### config.mk
export PLATFORM = sky130hd
export DESIGN_NAME = base32_key_decoder
export DESIGN_NICKNAME = d
export VERILOG_FILES = /design/src/design/b32kd_pkg.sv /design/src/design/b32kd_sym.sv /design/src/design/b32kd_core.sv /design/src/design/base32_key_decoder.sv
export SDC_FILE = /design/constraint.sdc
export NUM_CORES = 1
export LEC_CHECK = 0
export ABC_AREA = 1
export BUFFER_PORTS_ARGS = -buffer_cell sky130_fd_sc_hd__buf_2
export CAP_MARGIN = 40
export CORE_UTILIZATION = 55
export DETAILED_ROUTE_END_ITERATION = 10
export GPL_ROUTABILITY_DRIVEN = 0
export GPL_TIMING_DRIVEN = 0
export PLACE_DENSITY_LB_ADDON = 0.2
export SYNTH_ARGS = -nofsm -noshare
export SYNTH_HDL_FRONTEND = slang
export SYNTH_HIERARCHICAL = 1
export SYNTH_SLANG_ARGS = --single-unit
### constraint.sdc
create_clock -name clock -period 2.9 [get_ports clock]
set_clock_uncertainty 0.2 [all_clocks]
set_input_delay 0.29 -clock clock [delete_from_list [all_inputs] [get_ports clock]]
set_output_delay 0.29 -clock clock [all_outputs]
set_load 0.03 [all_outputs]
### src/design/b32kd_pkg.sv
package b32kd_pkg;

   // status codes, sticky per string
   localparam logic [1:0] STATUS_OK       = 2'd0;
   localparam logic [1:0] STATUS_BAD_CHAR = 2'd1;
   localparam logic [1:0] STATUS_BAD_PAD  = 2'd2;
   localparam logic [1:0] STATUS_BAD_LEN  = 2'd3;

   localparam logic [7:0] PAD_CHAR  = 8'h3D;
   localparam logic [2:0] PAD_LIMIT = 3'd6;
   localparam logic [2:0] PAD_MAX   = 3'd7;

   typedef struct packed {
      logic [7:0] in_char;
      logic       last;
   } req_type;

   typedef struct packed {
      logic [7:0] out_byte;
      logic       byte_valid;
      logic       done_res;
      logic [1:0] status;
   } rsp_type;

endpackage

### src/design/b32kd_sym.sv
// base32 alphabet lookup with the aliases 0, 1 and 8
module b32kd_sym import b32kd_pkg::*; (
   input  logic [7:0] in_char,
   output logic [4:0] sym_value,
   output logic       sym_ok
);

   logic [7:0] upper_off;
   logic [7:0] lower_off;
   logic [7:0] digit_off;

   assign upper_off = in_char - 8'h41;
   assign lower_off = in_char - 8'h61;
   assign digit_off = in_char - 8'h32 + 8'd26;

   always_comb begin
      sym_value = 5'd0;
      sym_ok    = 1'b1;
      if (in_char >= 8'h41 && in_char <= 8'h5A) begin
         sym_value = upper_off[4:0];
      end else if (in_char >= 8'h61 && in_char <= 8'h7A) begin
         sym_value = lower_off[4:0];
      end else if (in_char >= 8'h32 && in_char <= 8'h37) begin
         sym_value = digit_off[4:0];
      end else if (in_char == 8'h30) begin
         sym_value = 5'd14;
      end else if (in_char == 8'h31) begin
         sym_value = 5'd11;
      end else if (in_char == 8'h38) begin
         sym_value = 5'd1;
      end else begin
         sym_ok = 1'b0;
      end
   end

endmodule

### src/design/b32kd_core.sv
// decode state and per-character result; state moves on advance
module b32kd_core import b32kd_pkg::*; (
   input  logic    clock,
   input  logic    reset,
   input  logic    advance,
   input  req_type item,
   output rsp_type result
);

   logic [6:0] bit_buffer_ff, bit_buffer_in;
   logic [2:0] bit_count_ff, bit_count_in;
   logic [2:0] group_pos_ff, group_pos_in;
   logic       pad_seen_ff, pad_seen_in;
   logic [2:0] pad_count_ff, pad_count_in;
   logic [1:0] error_code_ff, error_code_in;

   logic [4:0]  sym_value;
   logic        sym_ok;
   logic        is_pad;
   logic [11:0] buf_wide;
   logic [3:0]  cnt_sum;
   logic [3:0]  cnt_left;
   logic        produce;
   logic [11:0] buf_shift;
   logic [7:0]  mask_wide;
   logic [1:0]  err;
   logic [1:0]  err_seq;
   logic        bits_taken;

   b32kd_sym u_sym (
      .in_char   (item.in_char),
      .sym_value (sym_value),
      .sym_ok    (sym_ok)
   );

   assign is_pad    = (item.in_char == PAD_CHAR);
   assign buf_wide  = {bit_buffer_ff, sym_value};
   assign cnt_sum   = {1'b0, bit_count_ff} + 4'd5;
   assign produce   = (cnt_sum >= 4'd8);
   assign cnt_left  = produce ? (cnt_sum - 4'd8) : cnt_sum;
   assign buf_shift = buf_wide >> cnt_left[2:0];
   assign mask_wide = (8'd1 << cnt_left[2:0]) - 8'd1;

   always_comb begin
      err        = STATUS_OK;
      bits_taken = 1'b0;
      pad_seen_in  = pad_seen_ff;
      pad_count_in = pad_count_ff;
      if (is_pad) begin
         // padding may only open at group position 2, 4, 5 or 7
         if (!pad_seen_ff) begin
            if (!(group_pos_ff == 3'd2 || group_pos_ff == 3'd4 ||
                  group_pos_ff == 3'd5 || group_pos_ff == 3'd7)) begin
               err = STATUS_BAD_PAD;
            end
            pad_seen_in = 1'b1;
         end
         if (pad_count_ff >= PAD_LIMIT) begin
            err = STATUS_BAD_PAD;
         end
         if (pad_count_ff != PAD_MAX) begin
            pad_count_in = pad_count_ff + 3'd1;
         end
      end else if (!sym_ok) begin
         err = STATUS_BAD_CHAR;
      end else if (pad_seen_ff) begin
         err = STATUS_BAD_PAD;
      end else begin
         bits_taken = 1'b1;
      end

      bit_count_in  = bits_taken ? cnt_left[2:0] : bit_count_ff;
      bit_buffer_in = bits_taken ? (buf_wide[6:0] & mask_wide[6:0]) : bit_buffer_ff;
      group_pos_in  = group_pos_ff + 3'd1;

      // first error wins; length checked only on the last character
      err_seq = (error_code_ff == STATUS_OK) ? err : error_code_ff;
      if (item.last && err_seq == STATUS_OK && group_pos_in != 3'd0) begin
         error_code_in = STATUS_BAD_LEN;
      end else begin
         error_code_in = err_seq;
      end

      result.byte_valid = bits_taken && produce && (error_code_in == STATUS_OK);
      result.out_byte   = result.byte_valid ? buf_shift[7:0] : 8'd0;
      result.done_res   = item.last;
      result.status     = error_code_in;
   end

   always_ff @(posedge clock) begin
      if (reset) begin
         bit_buffer_ff <= '0;
         bit_count_ff  <= '0;
         group_pos_ff  <= '0;
         pad_seen_ff   <= 1'b0;
         pad_count_ff  <= '0;
         error_code_ff <= STATUS_OK;
      end else if (advance) begin
         if (item.last) begin
            bit_buffer_ff <= '0;
            bit_count_ff  <= '0;
            group_pos_ff  <= '0;
            pad_seen_ff   <= 1'b0;
            pad_count_ff  <= '0;
            error_code_ff <= STATUS_OK;
         end else begin
            bit_buffer_ff <= bit_buffer_in;
            bit_count_ff  <= bit_count_in;
            group_pos_ff  <= group_pos_in;
            pad_seen_ff   <= pad_seen_in;
            pad_count_ff  <= pad_count_in;
            error_code_ff <= error_code_in;
         end
      end
   end

endmodule

### src/design/base32_key_decoder.sv
// base32_key_decoder: streaming base32 decoder, one character per word in,
// one result word out per character.
//
// req channel: valid/ready, req_data carries the character and a last flag
// marking the end of a string. rsp channel: valid/ready, rsp_data carries
// the decoded byte (with byte_valid), done_res for the last character and
// the sticky status (0 ok, 1 bad char, 2 bad padding, 3 bad length).
// Bytes of a string whose final status is not ok must be discarded.
//
// Each word passes the input register, then the result register (rsp_valid).
// Throughput: one word per cycle while rsp_ready is high; input register,
// lookup/regroup logic and result register form a single pass, and decode
// state updates as each word moves into the result register.
//
// Reset (synchronous, active high) empties both registers and clears all
// decode state. After a last word the decode state returns to its reset
// value, so the next word opens a new string.
// If the receiver stalls, the result register holds its word and the input
// register can still take one more word; req_ready drops only when both
// are full and rsp_ready is low.
module base32_key_decoder import b32kd_pkg::*; (
   input  logic    clock,
   input  logic    reset,
   input  logic    req_valid,
   output logic    req_ready,
   input  req_type req_data,
   output logic    rsp_valid,
   input  logic    rsp_ready,
   output rsp_type rsp_data
);

   logic    s1_valid_ff, s1_valid_in;
   req_type s1_data_ff;
   logic    rsp_valid_ff, rsp_valid_in;
   rsp_type rsp_data_ff;
   rsp_type core_result;
   logic    advance;
   logic    req_fire;

   // input word moves on when the result register is free or draining
   assign advance   = s1_valid_ff && (!rsp_valid_ff || rsp_ready);
   assign req_ready = !s1_valid_ff || advance;
   assign req_fire  = req_valid && req_ready;

   b32kd_core u_core (
      .clock   (clock),
      .reset   (reset),
      .advance (advance),
      .item    (s1_data_ff),
      .result  (core_result)
   );

   always_comb begin
      s1_valid_in  = req_fire ? 1'b1 : (advance ? 1'b0 : s1_valid_ff);
      rsp_valid_in = advance ? 1'b1 : (rsp_ready ? 1'b0 : rsp_valid_ff);
   end

   always_ff @(posedge clock) begin
      if (reset) begin
         s1_valid_ff  <= 1'b0;
         rsp_valid_ff <= 1'b0;
      end else begin
         s1_valid_ff  <= s1_valid_in;
         rsp_valid_ff <= rsp_valid_in;
      end
   end

   // payload registers, no reset
   always_ff @(posedge clock) begin
      if (req_fire) begin
         s1_data_ff <= req_data;
      end
      if (advance) begin
         rsp_data_ff <= core_result;
      end
   end

   assign rsp_valid = rsp_valid_ff;
   assign rsp_data  = rsp_data_ff;

endmodule

==> metrics.md, run 1 <==
| Metric | Value |
|---|---|
| Asr flop ratio synth | `0%` |
| CORE AREA | `0.00520 mm^2` |
| Largest net degree at the start of global routing | `14` |
| FF+latch count, synth | `42` |
| Worst VDD drop | `0.380 mV` |
| Post-layout nets | `485` |
| # Max-Cap Violations | `0` |
| CP startpoint kind | `flip-flop` |
| Layout Utilization | `66.4%` |
| Die height | `76.1 um` |
| CTS tree | `yes` |
| First DRT Iteration DRCs | `293` |
| Crit share post-route | `92.3%` |
| Hold crit path type | `input pin to flip-flop` |
| Hold slack | `0.0446 ns` |
| Fin. Hold Viols | `0` |
| Reg2reg path depth | `15` |
| Synth warn | `6` |
| Slew margin rel. | `55.8%` |
| Worst setup EP type | `flip-flop` |
| DRC viols | `0` |
| Post-Syn Instances | `404` |
| Starting Density | `58.1%` |
| Tot Pwr | `0.00130 W` |
| Worst Path Max Fanout | `6` |
| Diode count | `0` |
| Post-detail-place hpwl | `4.96 mm` |
| TritonCTS Sinks | `42` |
| Layout cells sized above 1 | `20.1%` |
| GRT Util Overall | `24.5%` |
| Setup TNS | `0 ns` |
| Wire per inst | `12.6 um` |
| Die W | `76.1 um` |
| Via count of the first global-routing pass | `2560` |
| Ys flop type | `edfxtp_1` |
| Die ar. | `0.00579 mm^2` |
| Number of synthesized flops with an enable pin | `21` |
| Overflow after GRT | `0` |
| Syn Nets | `438` |
| Area Growth Syn to Fin | `14.4%` |
| WP data arrival | `2.52 ns` |
| Worst-path clk slew | `0.08 ns` |
| Post-Syn Area per Cell | `7.48 um^2` |
| Post-synth cell types | `39` |
| P per Cell Area | `376 mW/mm^2` |
| Via count | `2744` |
| Fill count | `462` |
| Final WL | `6.57 mm` |
| # port buffers | `26` |
| # rows | `26` |
| First-pass GRT wire length | `11.3 mm` |
| Num CTS Buffers | `5` |
| Initial antenna violation count | `0` |
| DR pass1 iterations | `4` |
| Clock latency on the worst-skew pair | `0.29 ns` |
| Clock Root Buffer | `clkbuf_8` |
| Boundary Pins | `27` |
| Leak | `1.48 nW` |
| Fin. max-slew vios | `0` |
| Antenna viol nets, final | `0` |
| # setup viols final | `0` |
| Seq/Total Area, Yosys | `34.8%` |
| Worst Path Required | `2.74 ns` |
| Status | `finished clean` |
| Mapped Area | `0.00302 mm^2` |
| Min Tclk post-route | `2.68 ns` |
| Clock buffer depth | `2` |
| Max frequency | `374 MHz` |
| H-tree level count | `2` |
| Slew @ Worst Pin | `0.663 ns` |
| Vias/cell | `5.26` |
| Path type of the worst setup path | `flip-flop to flip-flop` |
| RSZ-0062 raised after global routing | `no` |
| Hold path depth | `3` |
==> per-stage QoR <==
stage,setup WS (ns),instances,area [um^2]
detailed placement,0.132,501,3250
global placement,0.0172,500,3240
floorplan,0.508,404,3020
finish,0.223,522,3460
CTS,0.142,519,3430
global route,0.00208,522,3460
==> synthesized netlist by cell type (all sizes together), types with 4 or more instances <==
cell type,count,area [um^2]
ha,21,263
o21ai,33,169
edfxtp,21,631
dfxtp,21,420
nand4,7,65.1
nand3b,4,30.0
inv,55,206
nor3,8,80.1
a21oi,30,173
nand2,116,473
buf,5,42.5
nor2,38,190
nand3,27,150
==> layout by cell type (no fill, tap or decap), drive strengths merged, types with 7 or more instances in the layout <==
cell type      n
nand2        116
inv           56
nor2          38
buf           35
o21ai         33
a21oi         30
nand3         27
edfxtp        21
dfxtp         21
ha            21
dlygate4sd3   10
clkbuf         9
nor3           8
nand4          7
==> repair_timing <==
item / CTS / global route
hold buffers: 10 / 0
setup endpoints to repair: 0 / 9
gates resized for setup: 0 / 1
hold endpoints to repair: 11 / 0
buffers inserted: 0 / 3
==> per-layer routing <==
layer / vias up / wire [um] / GRT usage (%)
li1: 1412 / - / -
met1: 1245 / 2920 / 30.3
met2: 77 / 3190 / 42.5
met3: 10 / 335 / 4.43
met4: 0 / 119 / 9.04
met5: - / 0 / 0
==> flip-flops by register name (all words and copies together), names as in the netlist <==
name and count:
u_core/pad_count_ff 3, u_core/bit_count_ff 3, u_core/group_pos_ff 3, u_core/pad_seen_ff 1
rsp_valid 1, s1_data_ff 9, u_core/bit_buffer_ff 7, u_core/error_code_ff 2
rsp_data 12, s1_valid_ff 1
==> where the power goes <==
part,switching (W),internal [W],leakage [nW]
combinational,0.000169,0.0000901,1.06
clock,0.000200,0.000170,0.0432
sequential,0.0000227,0.000646,0.370
total,0.000391,0.000907,1.48
==> critical path, cell delays in order (launching register included) <==
cell      delay [ns]
edfxtp_1        0.49
inv_1           0.17
ha_1            0.20
nand2_1         0.11
o21ai_1         0.15
nand2_1         0.06
nand2_1         0.09
nand2_1         0.13
nand2_1         0.09
nand2_1         0.07
inv_1           0.07
nand2_1         0.05
o21ai_0         0.09
mux2i_1         0.13
o21ai_0         0.24
nor3_2          0.07
==> kinds of logic (layout without fill, tap and decap cells) <==
family          after synthesis  count (layout)  share of synthesized area [%]
compound gates               70              70                           13.1
fa+ha+maj                    21              21                           8.70
flops                        42              42                           34.8
xor+xnor                      3               3                          0.870
mux                           2               2                          0.663
buf+inv                      64             112                           8.74
simple gates                202             202                           33.1
==> worst paths after layout <==
check                            end  slack, ns               startpoint
min reg2reg  u_core/bit_buffer_ff[4]       0.27  u_core/bit_buffer_ff[4]
min                      s1_valid_ff       0.04                req_valid
max reg2reg              rsp_data[8]       0.22            s1_data_ff[2]
max                      rsp_data[8]       0.22            s1_data_ff[2]
==> cell type report <==
class / instances / area, um^2 / share of cell area [%]
Inverter: 56 / 210 / 6.08
Sequential cell: 42 / 1050 / 30.4
Clock buffer: 6 / 72.6 / 2.10
Multi-Input combinational cell: 298 / 1710 / 49.4
Buffer: 8 / 53.8 / 1.56
Tap cell: 70 / 87.6 / 2.53
Clock inverter: 2 / 12.5 / 0.362
Timing Repair Buffer: 40 / 260 / 7.53
Note: power is estimated with default switching activity, not from simulation.
==> inputs of run 2 (changes only) <==
--- a/config.mk
+++ b/config.mk
@@ -9,6 +9,7 @@
 export BUFFER_PORTS_ARGS = -buffer_cell sky130_fd_sc_hd__buf_2
 export CAP_MARGIN = 40
 export CORE_UTILIZATION = 55
+export CTS_BUF_LIST = sky130_fd_sc_hd__clkbuf_16
 export DETAILED_ROUTE_END_ITERATION = 10
 export GPL_ROUTABILITY_DRIVEN = 0
 export GPL_TIMING_DRIVEN = 0
==> metrics.md, run 2 (same netlist as run 1, synthesis figures left out) <==
| Metric | Value |
|---|---|
| Min Tclk post-route | `2.70 ns` |
| Max reg flops | `12` |
| First DRT Iteration DRCs | `226` |
| Status | `finished clean` |
| Setup TNS | `0 ns` |
| Clock buffer depth | `2` |
| Num CTS Buffers | `5` |
| # setup viols final | `0` |
| Post-layout nets | `485` |
| Slew @ Worst Pin | `0.691 ns` |
| Fin. max-slew vios | `0` |
| Worst-path clk slew | `0.06 ns` |
| RSZ-0062 raised after global routing | `no` |
| Leak | `1.51 nW` |
| Starting Density | `58.1%` |
| Fill count | `452` |
| Finished Layout Cells | `522` |
| Crit share post-route | `93.2%` |
| Layout cells sized above 1 | `20.1%` |
| Wire per inst | `12.7 um` |
| # Max-Cap Violations | `0` |
| Via count of the first global-routing pass | `2587` |
| Worst Path Required | `2.72 ns` |
| Largest net degree at the start of global routing | `14` |
| Final WL | `6.62 mm` |
| DRC viols | `0` |
| Die W | `76.1 um` |
| P per Cell Area | `416 mW/mm^2` |
| Overflow after GRT | `0` |
| CORE AREA | `0.00520 mm^2` |
| Antenna viol nets, final | `0` |
| Clock Root Buffer | `clkbuf_16` |
| Area Growth Syn to Fin | `16.3%` |
| Path type of the worst setup path | `flip-flop to flip-flop` |
| WP data arrival | `2.52 ns` |
| Diode count | `0` |
| Fin. Hold Viols | `0` |
| Worst VDD drop | `0.434 mV` |
| Max frequency | `370 MHz` |
| # rows | `26` |
| H-tree level count | `2` |
| First-pass GRT wire length | `11.4 mm` |
| Die height | `76.1 um` |
| GRT Util Overall | `24.5%` |
| Die ar. | `0.00579 mm^2` |
| DR pass1 iterations | `5` |
| Post-detail-place hpwl | `4.96 mm` |
| CP startpoint kind | `flip-flop` |
| Initial antenna violation count | `0` |
| TritonCTS Sinks | `42` |
| # port buffers | `26` |
| Worst setup EP type | `flip-flop` |
| Clock latency on the worst-skew pair | `0.28 ns` |
| Hold crit path type | `input pin to flip-flop` |
| Via count | `2773` |
| Layout Utilization | `67.5%` |
| Most frequent cells in the layout | `nand2_1 (107), inv_1 (45), nor2_1 (28)` |
| Worst Path Max Fanout | `6` |
| Commonest non-fill, non-tap cell in the layout | `nand2_1` |
| CTS tree | `yes` |
| Slew margin rel. | `53.9%` |
| Boundary Pins | `27` |
| Vias/cell | `5.31` |
| Cells after DPL | `501` |
-- run 2: area by class of cell --
class	count	area (um^2)	share of cell area (%)
sequential	42	1050	29.9
inverter	56	210	5.98
buffer	8	53.8	1.53
timing repair buffer	40	260	7.41
tap	70	87.6	2.49
clock buffer	5	125	3.56
multi-input combinational	298	1710	48.6
clock inverter	3	16.3	0.463
-- run 2: power by group --
part | internal (W) | total, W | leakage (nW) | switching, W
Clock | 0.000316 | 0.000532 | 0.0730 | 0.000217
Sequential | 0.000648 | 0.000670 | 0.370 | 0.0000228
Combinational | 0.0000901 | 0.000259 | 1.06 | 0.000169
-- run 2: critical path, stage by stage (launching register included) --
cell and delay [ns]:
edfxtp_1 0.49, inv_1 0.17, ha_1 0.20, nand2_1 0.12
o21ai_1 0.16, nand2_1 0.06, nand2_1 0.09, nand2_1 0.12
nand2_1 0.09, nand2_1 0.07, inv_1 0.07, nand2_1 0.05
o21ai_0 0.10, mux2i_1 0.13, o21ai_0 0.24, nor3_2 0.08
-- run 2: metal layers --
metal / vias up / global-route usage [%] / routed length [um]
li1: 1415 / - / -
met1: 1263 / 30.8 / 2990
met2: 86 / 43.1 / 3240
met3: 9 / 4.07 / 320
met4: 0 / 7.31 / 71
met5: - / 0 / 0
-- run 2: timing repair --
action                     4_1_cts  5_1_grt
resized for setup                0        1
hold buffers                    10        0
hold endpoints to repair        10        0
setup endpoints to repair        0        9
setup buffers                    0        3
-- run 2: worst paths after layout --
check / to / depth (start not counted) / start / slack, ns
setup / recovery: rsp_data[8] / 15 / s1_data_ff[2] / 0.20
setup reg to reg: rsp_data[8] / 15 / s1_data_ff[2] / 0.20
hold reg to reg: u_core/bit_buffer_ff[4] / 2 / u_core/bit_buffer_ff[4] / 0.27
hold / removal: s1_valid_ff / 3 / req_valid / 0.06
-- run 2: per-stage QoR --
stage / instance area, um^2 / hold WS (ns) / power, W / setup slack, ns
2_1_floorplan: 3020 / 0.152 / 0.000862 / 0.508
3_3_place_gp: 3240 / 0.251 / 0.000916 / 0.0172
3_5_place_dp: 3250 / 0.257 / 0.000924 / 0.132
4_1_cts: 3490 / 0.0586 / 0.00147 / 0.138
5_1_grt: 3510 / 0.0776 / 0.00153 / 0.0195
6_report: 3510 / 0.0609 / 0.00146 / 0.199
==> inputs of run 3 (changes only) <==
--- a/config.mk
+++ b/config.mk
@@ -13,7 +13,9 @@
 export DETAILED_ROUTE_END_ITERATION = 10
 export GPL_ROUTABILITY_DRIVEN = 0
 export GPL_TIMING_DRIVEN = 0
-export PLACE_DENSITY_LB_ADDON = 0.2
+export MAX_ROUTING_LAYER = met4
+export PLACE_DENSITY = 0.75
+export SLEW_MARGIN = 40
 export SYNTH_ARGS = -nofsm -noshare
 export SYNTH_HDL_FRONTEND = slang
 export SYNTH_HIERARCHICAL = 1
==> metrics.md, run 3 (same netlist as run 1, synthesis figures left out) <==
| Metric | Value |
|---|---|
| Worst setup EP type | `flip-flop` |
| Layout cells sized above 1 | `19.6%` |
| # rows | `26` |
| Max frequency | `373 MHz` |
| GRT Util Overall | `24.5%` |
| Post-layout nets | `481` |
| First-pass GRT wire length | `11.2 mm` |
| CP Buf/Inv Count | `1` |
| Fin. max-slew vios | `0` |
| Critical path's slowest cell | `edfxtp_1` |
| RSZ-0062 raised after global routing | `no` |
| Boundary Pins | `27` |
| Die ar. | `0.00579 mm^2` |
| Area Growth Syn to Fin | `15.6%` |
| Clock latency on the worst-skew pair | `0.28 ns` |
| Worst Path Max Fanout | `9` |
| Min Tclk post-route | `2.68 ns` |
| Via count of the first global-routing pass | `2581` |
| P per Cell Area | `416 mW/mm^2` |
| Die height | `76.1 um` |
| Antenna viol nets, final | `0` |
| Starting Density | `58.1%` |
| Commonest non-fill, non-tap cell in the layout | `nand2_1` |
| # Max-Cap Violations | `0` |
| Cells after DPL | `500` |
| Fin. Hold Viols | `0` |
| Wire per inst | `12.6 um` |
| Max stage delay on crit path | `0.51 ns` |
| Worst Path Required | `2.72 ns` |
| Vias/cell | `5.30` |
| Finished Layout Cells | `518` |
| CORE AREA | `0.00520 mm^2` |
| Slew @ Worst Pin | `0.548 ns` |
| Diode count | `0` |
| Initial antenna violation count | `0` |
| Path type of the worst setup path | `flip-flop to flip-flop` |
| DRC viols | `0` |
| First DRT Iteration DRCs | `166` |
| Worst-path clk slew | `0.06 ns` |
| TritonCTS Sinks | `42` |
| Leak | `1.49 nW` |
| Worst path cell trace | `inv_2 > ha_1 > nand2_1 > o21ai_1 > nand2_1 > nand2_1 > nand4_1 > nor2_1 > a21oi_4 > nand4_4 > nor3_2` |
| Clock buffer depth | `2` |
| Slew margin rel. | `63.4%` |
| Top cell family by delay on the critical path | `simple AND/OR/NAND/NOR gates` |
| # port buffers | `26` |
| Crit path top cell by count | `nand2_1` |
| Setup TNS | `0 ns` |
| Max reg flops | `12` |
| Tot Pwr | `0.00145 W` |
| Largest net degree at the start of global routing | `17` |
| Crit share post-route | `92.5%` |
| WP data arrival | `2.50 ns` |
| Die W | `76.1 um` |
| Hold crit path type | `input pin to flip-flop` |
| CP startpoint kind | `flip-flop` |
| DR pass1 iterations | `5` |
| # setup viols final | `0` |
| Overflow after GRT | `0` |
| Worst VDD drop | `0.315 mV` |
| Post-detail-place hpwl | `4.87 mm` |
| CTS tree | `yes` |
| Most frequent cells in the layout | `nand2_1 (107), inv_1 (44), nor2_1 (29)` |
| Final WL | `6.53 mm` |
| H-tree level count | `2` |
| Status | `finished clean` |
| Via count | `2747` |
| Clock Root Buffer | `clkbuf_16` |
| Num CTS Buffers | `5` |
-- run 3: changes by cell type in the layout (fill, tap and decap cells not counted) --
cell     delta
a21oi_1     -1
a21oi_4     +1
buf_4       -4
inv_1       -1
inv_2       +1
nor2_1      +1
nor2_2      -1
o21ai_0     -1
o21ai_1     +1
-- run 3: worst reg2reg max path: cells and delay by family (launching register included) --
kind	cells	cell delay [ns]
buffers and inverters	1	0.16
DFF	1	0.51
adders and majority gates	1	0.19
and+or+nand+nor	7	1.12
AOI/OAI and AO/OA	2	0.24
-- run 3: final timing paths --
kind                           startpoint                       to  slack [ns]  depth (start not counted)
setup / recovery            s1_data_ff[1]              rsp_data[8]        0.22                         11
hold / removal                  req_valid              s1_valid_ff        0.08                          3
setup reg to reg            s1_data_ff[1]              rsp_data[8]        0.22                         11
hold reg to reg   u_core/bit_buffer_ff[4]  u_core/bit_buffer_ff[4]        0.27                          2
-- run 3: stage by stage --
| step | setup WS [ns] | util (%) | hold WS, ns | cell area [um^2] |
|---|---|---|---|---|
| after detailed placement | 0.218 | 62.3 | 0.261 | 3240 |
| after global placement | -0.0457 | 62.2 | 0.251 | 3240 |
| final | 0.218 | 67.1 | 0.0798 | 3490 |
| after global routing | 0.0189 | 67.1 | 0.0950 | 3490 |
| after floorplan | 0.508 | - | 0.152 | 3020 |
| after CTS | 0.207 | 66.9 | 0.0589 | 3480 |
-- run 3: cell type report --
cell class	instances	area, um^2
Buffer	8	53.8
Clock buffer	5	125
Clock inverter	3	16.3
Fill cell	440	1710
Inverter	56	210
Multi-Input combinational cell	298	1720
Sequential cell	42	1050
Tap cell	70	87.6
Timing Repair Buffer	36	230
-- run 3: where the power goes --
group / switching, W / internal [W] / total (W)
registers: 0.0000234 / 0.000648 / 0.000671
logic: 0.000169 / 0.0000868 / 0.000256
clock network: 0.000212 / 0.000315 / 0.000527
total: 0.000404 / 0.00105 / 0.00145
-- run 3: layer usage --
layer | global-route usage, % | up-vias | wire length (um)
li1 | - | 1411 | -
met1 | 27.9 | 1230 | 2880
met2 | 43.9 | 94 | 3250
met3 | 4.07 | 12 | 311
met4 | 7.88 | 0 | 92
met5 | - | - | 0
-- run 3: what timing repair did --
item	CTS	global route
setup buffers	0	0
hold buffers	10	0
gates resized for setup	0	2
endpoints found under the hold margin	11	0
setup endpoints to repair	0	2
